File: src/rtl/idwm_pkg.sv
// Package for the I2C display write master.
// Holds field widths, register indexes, reset values and control byte codes.
// No dependencies.
package idwm_pkg;

  localparam int unsigned BYTE_W    = 8;
  localparam int unsigned ADDR_W    = 7;
  localparam int unsigned DELAY_W   = 8;
  localparam int unsigned CFG_IDX_W = 1;
  localparam int unsigned CFG_W     = 8;
  localparam int unsigned BITPOS_W  = 4;

  typedef enum logic [CFG_IDX_W-1:0] {
    CFG_DEVICE_ADDRESS = 1'b0,
    CFG_DELAY_TICKS    = 1'b1
  } cfg_index_t;

  localparam logic [ADDR_W-1:0]   ADDR_RESET  = 7'd60;
  localparam logic [DELAY_W-1:0]  DELAY_RESET = 8'd8;

  localparam logic [BYTE_W-1:0]   CTRL_CMD    = 8'h00;
  localparam logic [BYTE_W-1:0]   CTRL_DATA   = 8'h40;
  localparam logic [BITPOS_W-1:0] BITS_PER_BYTE = 4'd8;

endpackage

File: src/rtl/idwm_if.sv
// Handshake channels of the I2C display write master.
// One interface for the tick beats going in, one for the line beats coming out.
// Depends on idwm_pkg.
interface idwm_tick_if import idwm_pkg::*; ();
  logic              valid;
  logic              ready;
  logic              req_valid;
  logic              func;
  logic [BYTE_W-1:0] payload_byte;
  logic              last_byte;
  logic              sda_in;

  modport source (output valid, req_valid, func, payload_byte, last_byte, sda_in,
                  input ready);
  modport sink   (input valid, req_valid, func, payload_byte, last_byte, sda_in,
                  output ready);
endinterface

interface idwm_bus_if ();
  logic valid;
  logic ready;
  logic scl_out;
  logic sda_out;
  logic req_ready;
  logic byte_done;
  logic ack_ok;
  logic busy_res;

  modport source (output valid, scl_out, sda_out, req_ready, byte_done, ack_ok,
                  busy_res, input ready);
  modport sink   (input valid, scl_out, sda_out, req_ready, byte_done, ack_ok,
                  busy_res, output ready);
endinterface

File: src/rtl/i2c_display_write_master_top.sv
// I2C display write master: one tick beat in, one line-level beat out.
// An accepted tick beat reaches its result beat through the input register, then the
// result register. Throughput: one beat per cycle while the sink takes each result
// beat, set by the combinational bus sequencer step between the two registers.
// Reset (rst, synchronous, active high): sequencer idle, device_address 60, delay_ticks 8,
// both channel registers empty; the line output registers are not reset.
module i2c_display_write_master_top import idwm_pkg::*; (
  input  logic                 clk,
  input  logic                 rst,
  input  logic                 cfg_we,
  input  logic [CFG_IDX_W-1:0] cfg_index,
  input  logic [CFG_W-1:0]     cfg_data,
  idwm_tick_if.sink            tick,
  idwm_bus_if.source           bus
);

  // Bus sequencer phases.
  typedef enum logic [3:0] {
    PH_IDLE, PH_START_A, PH_START_B, PH_BIT_LOW, PH_BIT_HIGH, PH_ACK_LOW,
    PH_ACK_HIGH, PH_ACK_TAIL, PH_WAIT, PH_STOP_A, PH_STOP_B, PH_STOP_C
  } phase_t;

  // Which byte of the transaction is on the wire.
  typedef enum logic [1:0] {
    SLOT_ADDR, SLOT_CTRL, SLOT_DATA
  } slot_t;

  // Configuration registers.
  logic [ADDR_W-1:0]  device_address;
  logic [DELAY_W-1:0] delay_ticks;

  // Input register.
  logic              in_v;
  logic              ir_req_valid;
  logic              ir_func;
  logic [BYTE_W-1:0] ir_payload;
  logic              ir_last;
  logic              ir_sda;

  // Sequencer state.
  phase_t              phase, phase_next;
  logic [DELAY_W-1:0]  timer, timer_next;
  logic [BITPOS_W-1:0] bit_pos, bit_pos_next;
  logic [BYTE_W-1:0]   shift_byte, shift_byte_next;
  slot_t               slot, slot_next;
  logic [BYTE_W-1:0]   held_payload, held_payload_next;
  logic                held_kind, held_kind_next;
  logic                held_last, held_last_next;
  logic                open_tr, open_tr_next;

  // Result register.
  logic out_v;
  logic scl_r, sda_r, ready_r, done_r, ack_r, busy_r;
  logic scl_c, sda_c, ready_c, done_c, ack_c;

  // Phase timing helpers.
  logic [DELAY_W-1:0]  delay_eff;
  logic [DELAY_W:0]    timer_inc;
  logic                over;
  logic [DELAY_W-1:0]  timer_adv;
  logic [BITPOS_W-1:0] bit_pos_inc;

  logic advance;
  logic take_in;

  // Advance one tick whenever a beat sits in the input register and the result
  // register is free or being drained this cycle.
  assign advance    = in_v && (!out_v || bus.ready);
  assign tick.ready = !in_v || advance;
  assign take_in    = tick.valid && tick.ready;

  // A zero delay behaves as one tick per phase.
  assign delay_eff = (delay_ticks == '0) ? DELAY_W'(1) : delay_ticks;
  assign timer_inc = {1'b0, timer} + (DELAY_W+1)'(1);
  assign over      = timer_inc >= {1'b0, delay_eff};
  assign timer_adv = over ? '0 : timer_inc[DELAY_W-1:0];
  assign bit_pos_inc = bit_pos + BITPOS_W'(1);

  always_comb begin
    phase_next        = phase;
    timer_next        = timer;
    bit_pos_next      = bit_pos;
    shift_byte_next   = shift_byte;
    slot_next         = slot;
    held_payload_next = held_payload;
    held_kind_next    = held_kind;
    held_last_next    = held_last;
    open_tr_next      = open_tr;
    scl_c   = 1'b1;
    sda_c   = 1'b1;
    ready_c = 1'b0;
    done_c  = 1'b0;
    ack_c   = 1'b0;

    unique case (phase)
      PH_IDLE: begin
        // Open a transaction on the first offered byte.
        if (ir_req_valid) begin
          held_payload_next = ir_payload;
          held_kind_next    = ir_func;
          held_last_next    = ir_last;
          open_tr_next      = 1'b1;
          slot_next         = SLOT_ADDR;
          ready_c           = 1'b1;
          phase_next        = PH_START_A;
          timer_next        = '0;
        end
      end
      PH_START_A: begin
        timer_next = timer_adv;
        if (over) phase_next = PH_START_B;
      end
      PH_START_B: begin
        sda_c      = 1'b0;
        timer_next = timer_adv;
        if (over) begin
          // Address byte carries the write bit as zero.
          shift_byte_next = {device_address, 1'b0};
          slot_next       = SLOT_ADDR;
          bit_pos_next    = '0;
          phase_next      = PH_BIT_LOW;
        end
      end
      PH_BIT_LOW: begin
        scl_c      = 1'b0;
        sda_c      = shift_byte[BYTE_W-1];
        timer_next = timer_adv;
        if (over) phase_next = PH_BIT_HIGH;
      end
      PH_BIT_HIGH: begin
        sda_c      = shift_byte[BYTE_W-1];
        timer_next = timer_adv;
        if (over) begin
          shift_byte_next = {shift_byte[BYTE_W-2:0], 1'b0};
          if (bit_pos_inc >= BITS_PER_BYTE) begin
            bit_pos_next = '0;
            phase_next   = PH_ACK_LOW;
          end else begin
            bit_pos_next = bit_pos_inc;
            phase_next   = PH_BIT_LOW;
          end
        end
      end
      PH_ACK_LOW: begin
        scl_c      = 1'b0;
        timer_next = timer_adv;
        if (over) phase_next = PH_ACK_HIGH;
      end
      PH_ACK_HIGH: begin
        timer_next = timer_adv;
        if (over) begin
          // Sample the acknowledge at the end of the high phase.
          done_c     = 1'b1;
          ack_c      = !ir_sda;
          phase_next = PH_ACK_TAIL;
        end
      end
      PH_ACK_TAIL: begin
        scl_c      = 1'b0;
        timer_next = timer_adv;
        if (over) begin
          priority if (slot == SLOT_ADDR) begin
            shift_byte_next = held_kind ? CTRL_DATA : CTRL_CMD;
            slot_next       = SLOT_CTRL;
            bit_pos_next    = '0;
            phase_next      = PH_BIT_LOW;
          end else if (slot == SLOT_CTRL) begin
            shift_byte_next = held_payload;
            slot_next       = SLOT_DATA;
            bit_pos_next    = '0;
            phase_next      = PH_BIT_LOW;
          end else if (held_last) begin
            phase_next = PH_STOP_A;
          end else begin
            phase_next = PH_WAIT;
          end
        end
      end
      PH_WAIT: begin
        // Hold SCL low until the next streamed byte arrives.
        scl_c = 1'b0;
        if (ir_req_valid) begin
          held_payload_next = ir_payload;
          held_last_next    = ir_last;
          ready_c           = 1'b1;
          shift_byte_next   = ir_payload;
          slot_next         = SLOT_DATA;
          bit_pos_next      = '0;
          phase_next        = PH_BIT_LOW;
          timer_next        = '0;
        end
      end
      PH_STOP_A: begin
        scl_c      = 1'b0;
        sda_c      = 1'b0;
        timer_next = timer_adv;
        if (over) phase_next = PH_STOP_B;
      end
      PH_STOP_B: begin
        sda_c      = 1'b0;
        timer_next = timer_adv;
        if (over) phase_next = PH_STOP_C;
      end
      PH_STOP_C: begin
        timer_next = timer_adv;
        if (over) begin
          open_tr_next = 1'b0;
          slot_next    = SLOT_ADDR;
          phase_next   = PH_IDLE;
        end
      end
      default: begin
        open_tr_next = 1'b0;
        slot_next    = SLOT_ADDR;
        phase_next   = PH_IDLE;
        timer_next   = '0;
      end
    endcase
  end

  always_ff @(posedge clk) begin
    if (rst) begin
      device_address <= ADDR_RESET;
      delay_ticks    <= DELAY_RESET;
      in_v           <= 1'b0;
      out_v          <= 1'b0;
      phase          <= PH_IDLE;
      timer          <= '0;
      bit_pos        <= '0;
      shift_byte     <= '0;
      slot           <= SLOT_ADDR;
      held_payload   <= '0;
      held_kind      <= 1'b0;
      held_last      <= 1'b0;
      open_tr        <= 1'b0;
    end else begin
      // Register writes; the user must issue them only while no beat is in flight, the block does not enforce it.
      if (cfg_we) begin
        unique case (cfg_index)
          CFG_DEVICE_ADDRESS: device_address <= cfg_data[ADDR_W-1:0];
          CFG_DELAY_TICKS:    delay_ticks    <= cfg_data[DELAY_W-1:0];
          default: ;
        endcase
      end

      // Input register: fill on accept, drop once the tick is processed.
      in_v  <= take_in || (in_v && !advance);
      // Result register: hold until the sink takes the beat.
      out_v <= advance || (out_v && !bus.ready);

      if (advance) begin
        phase        <= phase_next;
        timer        <= timer_next;
        bit_pos      <= bit_pos_next;
        shift_byte   <= shift_byte_next;
        slot         <= slot_next;
        held_payload <= held_payload_next;
        held_kind    <= held_kind_next;
        held_last    <= held_last_next;
        open_tr      <= open_tr_next;
      end
    end

    // Payload registers: no reset needed.
    if (take_in) begin
      ir_req_valid <= tick.req_valid;
      ir_func      <= tick.func;
      ir_payload   <= tick.payload_byte;
      ir_last      <= tick.last_byte;
      ir_sda       <= tick.sda_in;
    end
    if (advance) begin
      scl_r   <= scl_c;
      sda_r   <= sda_c;
      ready_r <= ready_c;
      done_r  <= done_c;
      ack_r   <= ack_c;
      busy_r  <= open_tr_next;
    end
  end

  assign bus.valid     = out_v;
  assign bus.scl_out   = scl_r;
  assign bus.sda_out   = sda_r;
  assign bus.req_ready = ready_r;
  assign bus.byte_done = done_r;
  assign bus.ack_ok    = ack_r;
  assign bus.busy_res  = busy_r;

endmodule
File: src/flat_wrapper.sv
// flat-port wrapper written by rule: the top's interface ports become plain ports
module i2c_display_write_master_top_flat import idwm_pkg::*;
  (clk, rst, cfg_we, cfg_index, cfg_data, tick_valid, tick_req_valid, tick_func, tick_payload_byte, tick_last_byte, tick_sda_in, tick_ready, bus_valid, bus_scl_out, bus_sda_out, bus_req_ready, bus_byte_done, bus_ack_ok, bus_busy_res, bus_ready);
  idwm_tick_if tick_i ();
  idwm_bus_if bus_i ();
  input  logic clk;
  input  logic rst;
  input  logic cfg_we;
  input  logic [CFG_IDX_W-1:0] cfg_index;
  input  logic [CFG_W-1:0] cfg_data;
  input wire logic [$bits(tick_i.valid)-1:0] tick_valid;
  input wire logic [$bits(tick_i.req_valid)-1:0] tick_req_valid;
  input wire logic [$bits(tick_i.func)-1:0] tick_func;
  input wire logic [$bits(tick_i.payload_byte)-1:0] tick_payload_byte;
  input wire logic [$bits(tick_i.last_byte)-1:0] tick_last_byte;
  input wire logic [$bits(tick_i.sda_in)-1:0] tick_sda_in;
  output wire logic [$bits(tick_i.ready)-1:0] tick_ready;
  output wire logic [$bits(bus_i.valid)-1:0] bus_valid;
  output wire logic [$bits(bus_i.scl_out)-1:0] bus_scl_out;
  output wire logic [$bits(bus_i.sda_out)-1:0] bus_sda_out;
  output wire logic [$bits(bus_i.req_ready)-1:0] bus_req_ready;
  output wire logic [$bits(bus_i.byte_done)-1:0] bus_byte_done;
  output wire logic [$bits(bus_i.ack_ok)-1:0] bus_ack_ok;
  output wire logic [$bits(bus_i.busy_res)-1:0] bus_busy_res;
  input wire logic [$bits(bus_i.ready)-1:0] bus_ready;
  assign tick_i.valid = tick_valid;
  assign tick_i.req_valid = tick_req_valid;
  assign tick_i.func = tick_func;
  assign tick_i.payload_byte = tick_payload_byte;
  assign tick_i.last_byte = tick_last_byte;
  assign tick_i.sda_in = tick_sda_in;
  assign tick_ready = tick_i.ready;
  assign bus_valid = bus_i.valid;
  assign bus_scl_out = bus_i.scl_out;
  assign bus_sda_out = bus_i.sda_out;
  assign bus_req_ready = bus_i.req_ready;
  assign bus_byte_done = bus_i.byte_done;
  assign bus_ack_ok = bus_i.ack_ok;
  assign bus_busy_res = bus_i.busy_res;
  assign bus_i.ready = bus_ready;
  i2c_display_write_master_top u_core (.clk(clk), .rst(rst), .cfg_we(cfg_we), .cfg_index(cfg_index), .cfg_data(cfg_data), .tick(tick_i), .bus(bus_i));
endmodule
File: config.mk
export PLATFORM = sky130hd
export DESIGN_NAME = i2c_display_write_master_top_flat
export DESIGN_NICKNAME = d
export VERILOG_FILES = /design/src/rtl/idwm_pkg.sv /design/src/rtl/idwm_if.sv /design/src/rtl/i2c_display_write_master_top.sv /design/src/flat_wrapper.sv
export SDC_FILE = /design/constraint.sdc
export NUM_CORES = 1
export LEC_CHECK = 0
export BUFFER_PORTS_ARGS = -buffer_cell sky130_fd_sc_hd__buf_4
export CAP_MARGIN = 20
export CORE_UTILIZATION = 35
export DETAILED_ROUTE_END_ITERATION = 8
export GPL_ROUTABILITY_DRIVEN = 0
export PLACE_DENSITY = 0.51
export SLEW_MARGIN = 20
export SYNTH_ARGS = -nofsm -noshare
export SYNTH_HDL_FRONTEND = slang
export SYNTH_SLANG_ARGS = --single-unit
File: constraint.sdc
create_clock -name clk -period 2.7 [get_ports clk]
set_input_delay 0.54 -clock clk [delete_from_list [all_inputs] [get_ports clk]]
set_output_delay 0.54 -clock clk [all_outputs]
set_load 0.01 [all_outputs]
==> metrics.md, run 1 <==
| Metric | Value |
|---|---|
| Outcome | `finished, final reports clean` |
| CTS max path bufs | `2` |
| Predominant post-synthesis flop cell | `dfxtp_1` |
| Antenna violations before repair | `0` |
| Total gr overflow | `0` |
| Seq/Total Area, Yosys | `about 47%` |
| Max-cap viol count | `0` |
| Fin crit share | `94.4%` |
| Max Clock Freq | `0.392 GHz` |
| Endpoint class of the critical path | `flip-flop` |
| Design Power | `2450 uW` |
| Final Hold Viols | `0` |
| Core ar. | `9730 um2` |
| Total GRT Usage | `16.5%` |
| Routed vias/inst | `around 5.2` |
| Avg Cell Area, Syn | `roughly 9.6 um2` |
| Ys async rst share | `0%` |
| Yosys reg bits | `72` |
| Share of cells above drive strength 1 | `21.9%` |
| Worst setup path category | `flip-flop to flip-flop` |
| Antenna-violating nets left | `0` |
| Hpwl dp | `5570 um` |
| R2R Path Start | `u_core.timer[0]` |
| Post-Syn Area | `3490 um2` |
| Detailed Routing Iterations Pass 1 | `4` |
| Width of the chip | `102 um` |
| Final Setup Violations | `0` |
| Area contributors post-synth | `dfxtp_1, edfxtp_1, mux2i_1, a21oi_1, ha_1` |
| Top-area cell type share of the netlist area | `31.0%` |
| Port bufs | `33` |
| Setup WS post-layout | `0.152 ns` |
| Hold WC Path Type | `input pin to flip-flop` |
| Slew headroom | `48.2%` |
| Cell with the most instances after synthesis | `dfxtp_1` |
| Synth warn | `0` |
| Req. time, crit path | `2.95 ns` |
| Initial DRC Count | `approximately 170` |
| Row Count | `36` |
| Num CTS Buffers | `9` |
| Post-synth net total | `399` |
| Vias in the first global route | `roughly 2700` |
| Post-synth EDFFs | `18` |
| Uppermost layer routed | `met4` |
| Largest fanout on the critical path | `9` |
| Hold_sp | `tick_sda_in` |
| Largest net degree at the start of global routing | `37` |
| Clock slew at reported path FFs | `0.09 ns` |
| Most frequent cells after synthesis | `dfxtp_1, nand2_1, a21oi_1, nor2_1` |
| Worst Path Arrival | `2.80 ns` |
| DP Worst Slack | `-0.0609 ns` |
| CP startpoint kind | `flip-flop` |
| Residual DRC | `0` |
| Max-slew violations | `0` |
| CTS H-Tree Depth | `3` |
| Avg WL per Cell | `14.7 um` |
| Synthesized instance count | `363` |
| Clk_lat worst skew | `around 0.35 ns` |
| Die Area | `slightly above 10000 um2` |
| IO Count | `34` |
| Routed WL | `7860 um` |
| Critical path launch point | `u_core.timer[0]` |
| Wl on met1 | `3800 um` |
| DR WL met2 | `3670 um` |
| Metal3 WL | `266 um` |
| First-pass GRT wire length | `13100 um` |
| Chip height | `roughly 100 um` |
| Area delta synth->final | `19.9%` |
| Area leader, netlist | `dfxtp_1` |
| Vias | `~2800` |
| Fin crit period | `about 2.5 ns` |
| Pwr Density | `587 nW/um2` |
| Leak pwr | `approximately 0.0017 uW` |
| Nets | `433` |
| Setup TNS Final | `0 ns` |
| Post-synth cell types | `63` |
| Ant. Diodes | `0` |
| Starting Density | `35.8%` |
| Clk_skew | `about 0.011 ns` |
| CTS tree | `yes` |
| TritonCTS Sinks | `72` |
| Maximum vdd drop | `about 350 uV` |
| Slew @ Worst Pin | `0.776 ns` |
| Root Driver | `clkbuf_8` |
==> per-layer routing <==
layer	global-route usage [%]	up-vias
met4	5.82	0
met1	22.3	1319
met2	26.0	57
met3	3.76	10
li1	-	1404
met5	0	-
==> final cells by class <==
| type | count | area, um2 |
|---|---|---|
| Clock inverter | 6 | 115 |
| Sequential cell | 72 | 1630 |
| Clock buffer | 10 | 128 |
| Inverter | 17 | 63.8 |
| Timing Repair Buffer | 45 | 338 |
| Fill cell | 988 | 5550 |
| Multi-Input combinational cell | 252 | 1740 |
| Tap cell | 133 | 166 |
==> repair_timing <==
action,CTS,global route
pin swaps,3,4
resized for setup,0,14
setup endpoints to repair,5,29
setup buffers,2,1
hold buffers,0,0
==> cells in the final DEF (no fill, tap or decap), types with 9 or more instances in the layout <==
| master | n |
|---|---|
| ha_1 | 9 |
| dfxtp_1 | 49 |
| buf_4 | 45 |
| edfxtp_1 | 18 |
| nand3_1 | 17 |
| mux2i_1 | 17 |
| clkbuf_8 | 9 |
| nand2_1 | 31 |
| a21oi_1 | 30 |
| nor2_1 | 30 |
| inv_1 | 14 |
==> stage by stage <==
step / hold slack, ns / utilization, % / area [um2] / cells
3_5_place_dp: 0.457 / 39.6 / 3860 / 516
6_report: 0.360 / 43.0 / 4180 / 535
3_3_place_gp: 0.453 / 39.6 / 3860 / 516
2_1_floorplan: 0.436 / - / 3490 / 363
4_1_cts: 0.344 / 42.3 / 4120 / 534
5_1_grt: 0.337 / 43.0 / 4180 / 535
==> power breakdown <==
| group | switching, uW | total, uW | internal, uW | leakage [uW] |
|---|---|---|---|---|
| sequential | 25.6 | 1170 | 1140 | 0.000612 |
| clock | 431 | 1050 | 621 | 0.000117 |
| combinational | 134 | 232 | 98.1 | 0.000938 |
| total | 590 | 2450 | 1860 | 0.00167 |
==> state kept, by name, indices dropped and copies added (netlist names), 2 cells and up <==
register / count
u_core.bit_pos: 4
u_core.slot: 2
u_core.timer: 8
u_core.phase: 4
u_core.delay_ticks: 8
u_core.shift_byte: 8
u_core.held_payload: 8
u_core.ir_payload: 8
u_core.device_address: 7
==> logic make-up after synthesis <==
logic type / after synthesis / synth area share [%]
and+or+nand+nor: 122 / 17.5
adders and majority gates: 10 / 3.59
DFF: 72 / 46.5
AOI/OAI and AO/OA: 93 / 19.9
muxes: 18 / 5.20
xor gates and xnor gates: 9 / 2.26
buffers and inverters: 39 / 5.02
==> critical path: stages, from the launching register on <==
cell	delay, ns
dfxtp_4	0.39
ha_4	0.17
nand3_1	0.12
xnor2_2	0.16
ha_1	0.32
a21oi_1	0.17
o22ai_1	0.14
a211oi_4	0.31
a21o_1	0.21
a21oi_2	0.07
buf_4	0.18
a311oi_1	0.22
==> path summary, 6_finish.rpt <==
check,cells after the start,to,slack [ns]
worst max-delay path,11,u_core.shift_byte[1],0.15
worst min-delay path,1,u_core.ir_sda,0.36
worst min register to register,2,u_core.delay_ticks[1],0.47
worst max register to register,11,u_core.shift_byte[1],0.15
(Power assumes the default switching activity.)
==> inputs of run 2 (changes only) <==
PLACE_DENSITY = not set   (was 0.51)
==> run 2 against run 1 <==
  * Design area decreased by 1.3%
  * Maximum frequency increased by 1.1%
  * Power decreased by 7.2%
  * Clock-buffer cell count decreased by 1
  * Critical path depth increased by 1
  * Cell count decreased by 0.19%
  * Sequential power about the same
  * Sequential share of layout area increased by 0.53 points
  * First-iteration DRC count increased by 19%
  * Combinational power decreased by 2%
  * Die area unchanged
  * Critical path type unchanged
  * Critical endpoint unchanged
  * Largest power group unchanged
==> metrics.md, run 2 (synthesis gave the netlist of run 1 again) <==
| Metric | Value |
|---|---|
| Outcome | `finished, final reports clean` |
| Fin crit period | `2.52 ns (-0.0283 ns)` |
| Setup WS post-layout | `0.180 ns (+0.0283 ns)` |
| Area delta synth->final | `18.4%` |
| DP Worst Slack | `0.0122 ns (+0.0731 ns)` |
| Critical path cell sequence | `nand3_2, inv_1, and3_1, xor2_1, ha_1, and3_1, a211oi_2, buf_4, a21o_1, a21oi_2, buf_4, a311oi_1` |
| Detailed Routing Iterations Pass 1 | `5 (+1)` |
| TritonCTS Sinks | `72 (unchanged)` |
| Chip height | `102 um (unchanged)` |
| IO Count | `34 (unchanged)` |
| Maximum vdd drop | `348 uV (-1.8%)` |
| CTS max path bufs | `2 (unchanged)` |
| Clk_lat worst skew | `0.35 ns (about the same)` |
| Root Driver | `clkbuf_8` |
| Vias | `2812 (+0.79%)` |
| Row Count | `36 (unchanged)` |
| Width of the chip | `102 um (unchanged)` |
| Worst setup path category | `flip-flop to flip-flop` |
| Share of cells above drive strength 1 | `22.7% (+0.80 points)` |
| CTS tree | `yes` |
| Worst Path Arrival | `2.77 ns (-0.03 ns)` |
| Total gr overflow | `0 (unchanged)` |
| Req. time, crit path | `2.96 ns (about the same)` |
| Most frequent cells in the layout | `dfxtp_1, buf_4, nand2_1` |
| Slew @ Worst Pin | `0.767 ns (-0.00893 ns)` |
| First-pass GRT wire length | `12700 um (-2.8%)` |
| Hpwl dp | `5300 um (-4.9%)` |
| Routed vias/inst | `5.27 (+0.98%)` |
| Initial DRC Count | `199 (+19%)` |
| Num CTS Buffers | `9 (unchanged)` |
| Ant. Diodes | `0 (unchanged)` |
| Avg WL per Cell | `14.2 um (-3.4%)` |
| CP startpoint kind | `flip-flop` |
| Critical path's slowest cell | `dfxtp_4` |
| Hold WC Path Type | `input pin to flip-flop` |
| Nets | `432 (-0.23%)` |
| Max-cap viol count | `0 (unchanged)` |
| Largest fanout on the critical path | `9 (unchanged)` |
| CTS H-Tree Depth | `3 (unchanged)` |
| Clock slew at reported path FFs | `0.08 ns (about the same)` |
| Fin crit share | `93.3% (-1.0 points)` |
| Layout fillers | `998 (+1.0%)` |
| Antenna violations before repair | `0 (unchanged)` |
| Residual DRC | `0 (unchanged)` |
| Die Area | `10400 um2 (unchanged)` |
| Core ar. | `9730 um2 (unchanged)` |
| Port bufs | `33 (unchanged)` |
| Max Clock Freq | `0.397 GHz (+1.1%)` |
| Max incr delay on CP | `0.39 ns (about the same)` |
| Final Hold Viols | `0 (unchanged)` |
| Most common cell after layout, fill and taps aside | `dfxtp_1` |
| Largest net degree at the start of global routing | `47 (+27%)` |
| Antenna-violating nets left | `0 (unchanged)` |
| Endpoint class of the critical path | `flip-flop` |
| Fin util | `42.4% (-0.54 points)` |
| Pwr Density | `551 nW/um2 (-6.0%)` |
| Clk_skew | `0.00766 ns (-0.00310 ns)` |
| Total GRT Usage | `15.8% (-0.70 points)` |
| Slew headroom | `48.7% (+0.60 points)` |
| Starting Density | `35.8% (unchanged)` |
| Leak pwr | `0.00165 uW (-1.3%)` |
| Max-slew violations | `0 (unchanged)` |
| Final Setup Violations | `0 (unchanged)` |
| Vias in the first global route | `2661 (-2.6%)` |
| Routed WL | `7580 um (-3.6%)` |
## run 2: what timing repair did
action	CTS	global route
endpoints found under the setup margin	0	30
resized for setup	0	16
buffers inserted	0	3
hold buffers	0	0
## run 2: cell type report
type | count | area, um2 | share of cell area (%)
clock buffer | 9 | 124 | 3.00
tap | 133 | 166 | 4.03
multi-input combinational | 252 | 1730 | 41.9
timing repair buffer | 44 | 330 | 8.00
sequential | 72 | 1630 | 39.6
inverter | 17 | 63.8 | 1.55
clock inverter | 7 | 80.1 | 1.94
## run 2: where the power goes
group / switching, uW / total (uW) / internal [uW]
registers: 27.7 / 1170 / 1140
logic: 130 / 228 / 97.2
clock network: 440 / 878 / 438
total: 598 / 2280 / 1680
## run 2: metrics by stage
stage | hold WS [ns] | std cells | total power (uW) | area, um2 | TNS (ns)
2_1_floorplan | 0.436 | 363 | 1340 | 3490 | 0
3_3_place_gp | 0.448 | 515 | 1420 | 3850 | 0
3_5_place_dp | 0.450 | 515 | 1420 | 3850 | 0
4_1_cts | 0.344 | 531 | 2310 | 4050 | 0
5_1_grt | 0.338 | 534 | 2390 | 4130 | -0.0407
6_report | 0.361 | 534 | 2280 | 4130 | 0
## run 2: metal layers
| layer | up-vias | part of all wire, % | global-route usage (%) |
|---|---|---|---|
| met5 | - | 0 | 0 |
| li1 | 1409 | - | - |
| met2 | 60 | 47 | 24.8 |
| met1 | 1329 | 47 | 21.2 |
| met3 | 14 | 3.4 | 3.49 |
| met4 | 0 | 2.1 | 6.37 |
## run 2: final timing paths
path | end | from | cells after the start | slack (ns)
max | u_core.shift_byte[1] | u_core.timer[0] | 12 | 0.18
max reg2reg | u_core.shift_byte[1] | u_core.timer[0] | 12 | 0.18
min | u_core.ir_payload[2] | tick_payload_byte[2] | 1 | 0.36
min reg2reg | u_core.delay_ticks[2] | u_core.delay_ticks[2] | 2 | 0.46
## run 2: critical path, delay by kind of cell, from the launching register on
family | cells | cell delay (ns)
compound gates | 4 | 0.63
simple gates | 3 | 0.46
buf+inv | 3 | 0.46
flops | 1 | 0.39
fa+ha+maj | 1 | 0.27
xor+xnor | 1 | 0.23
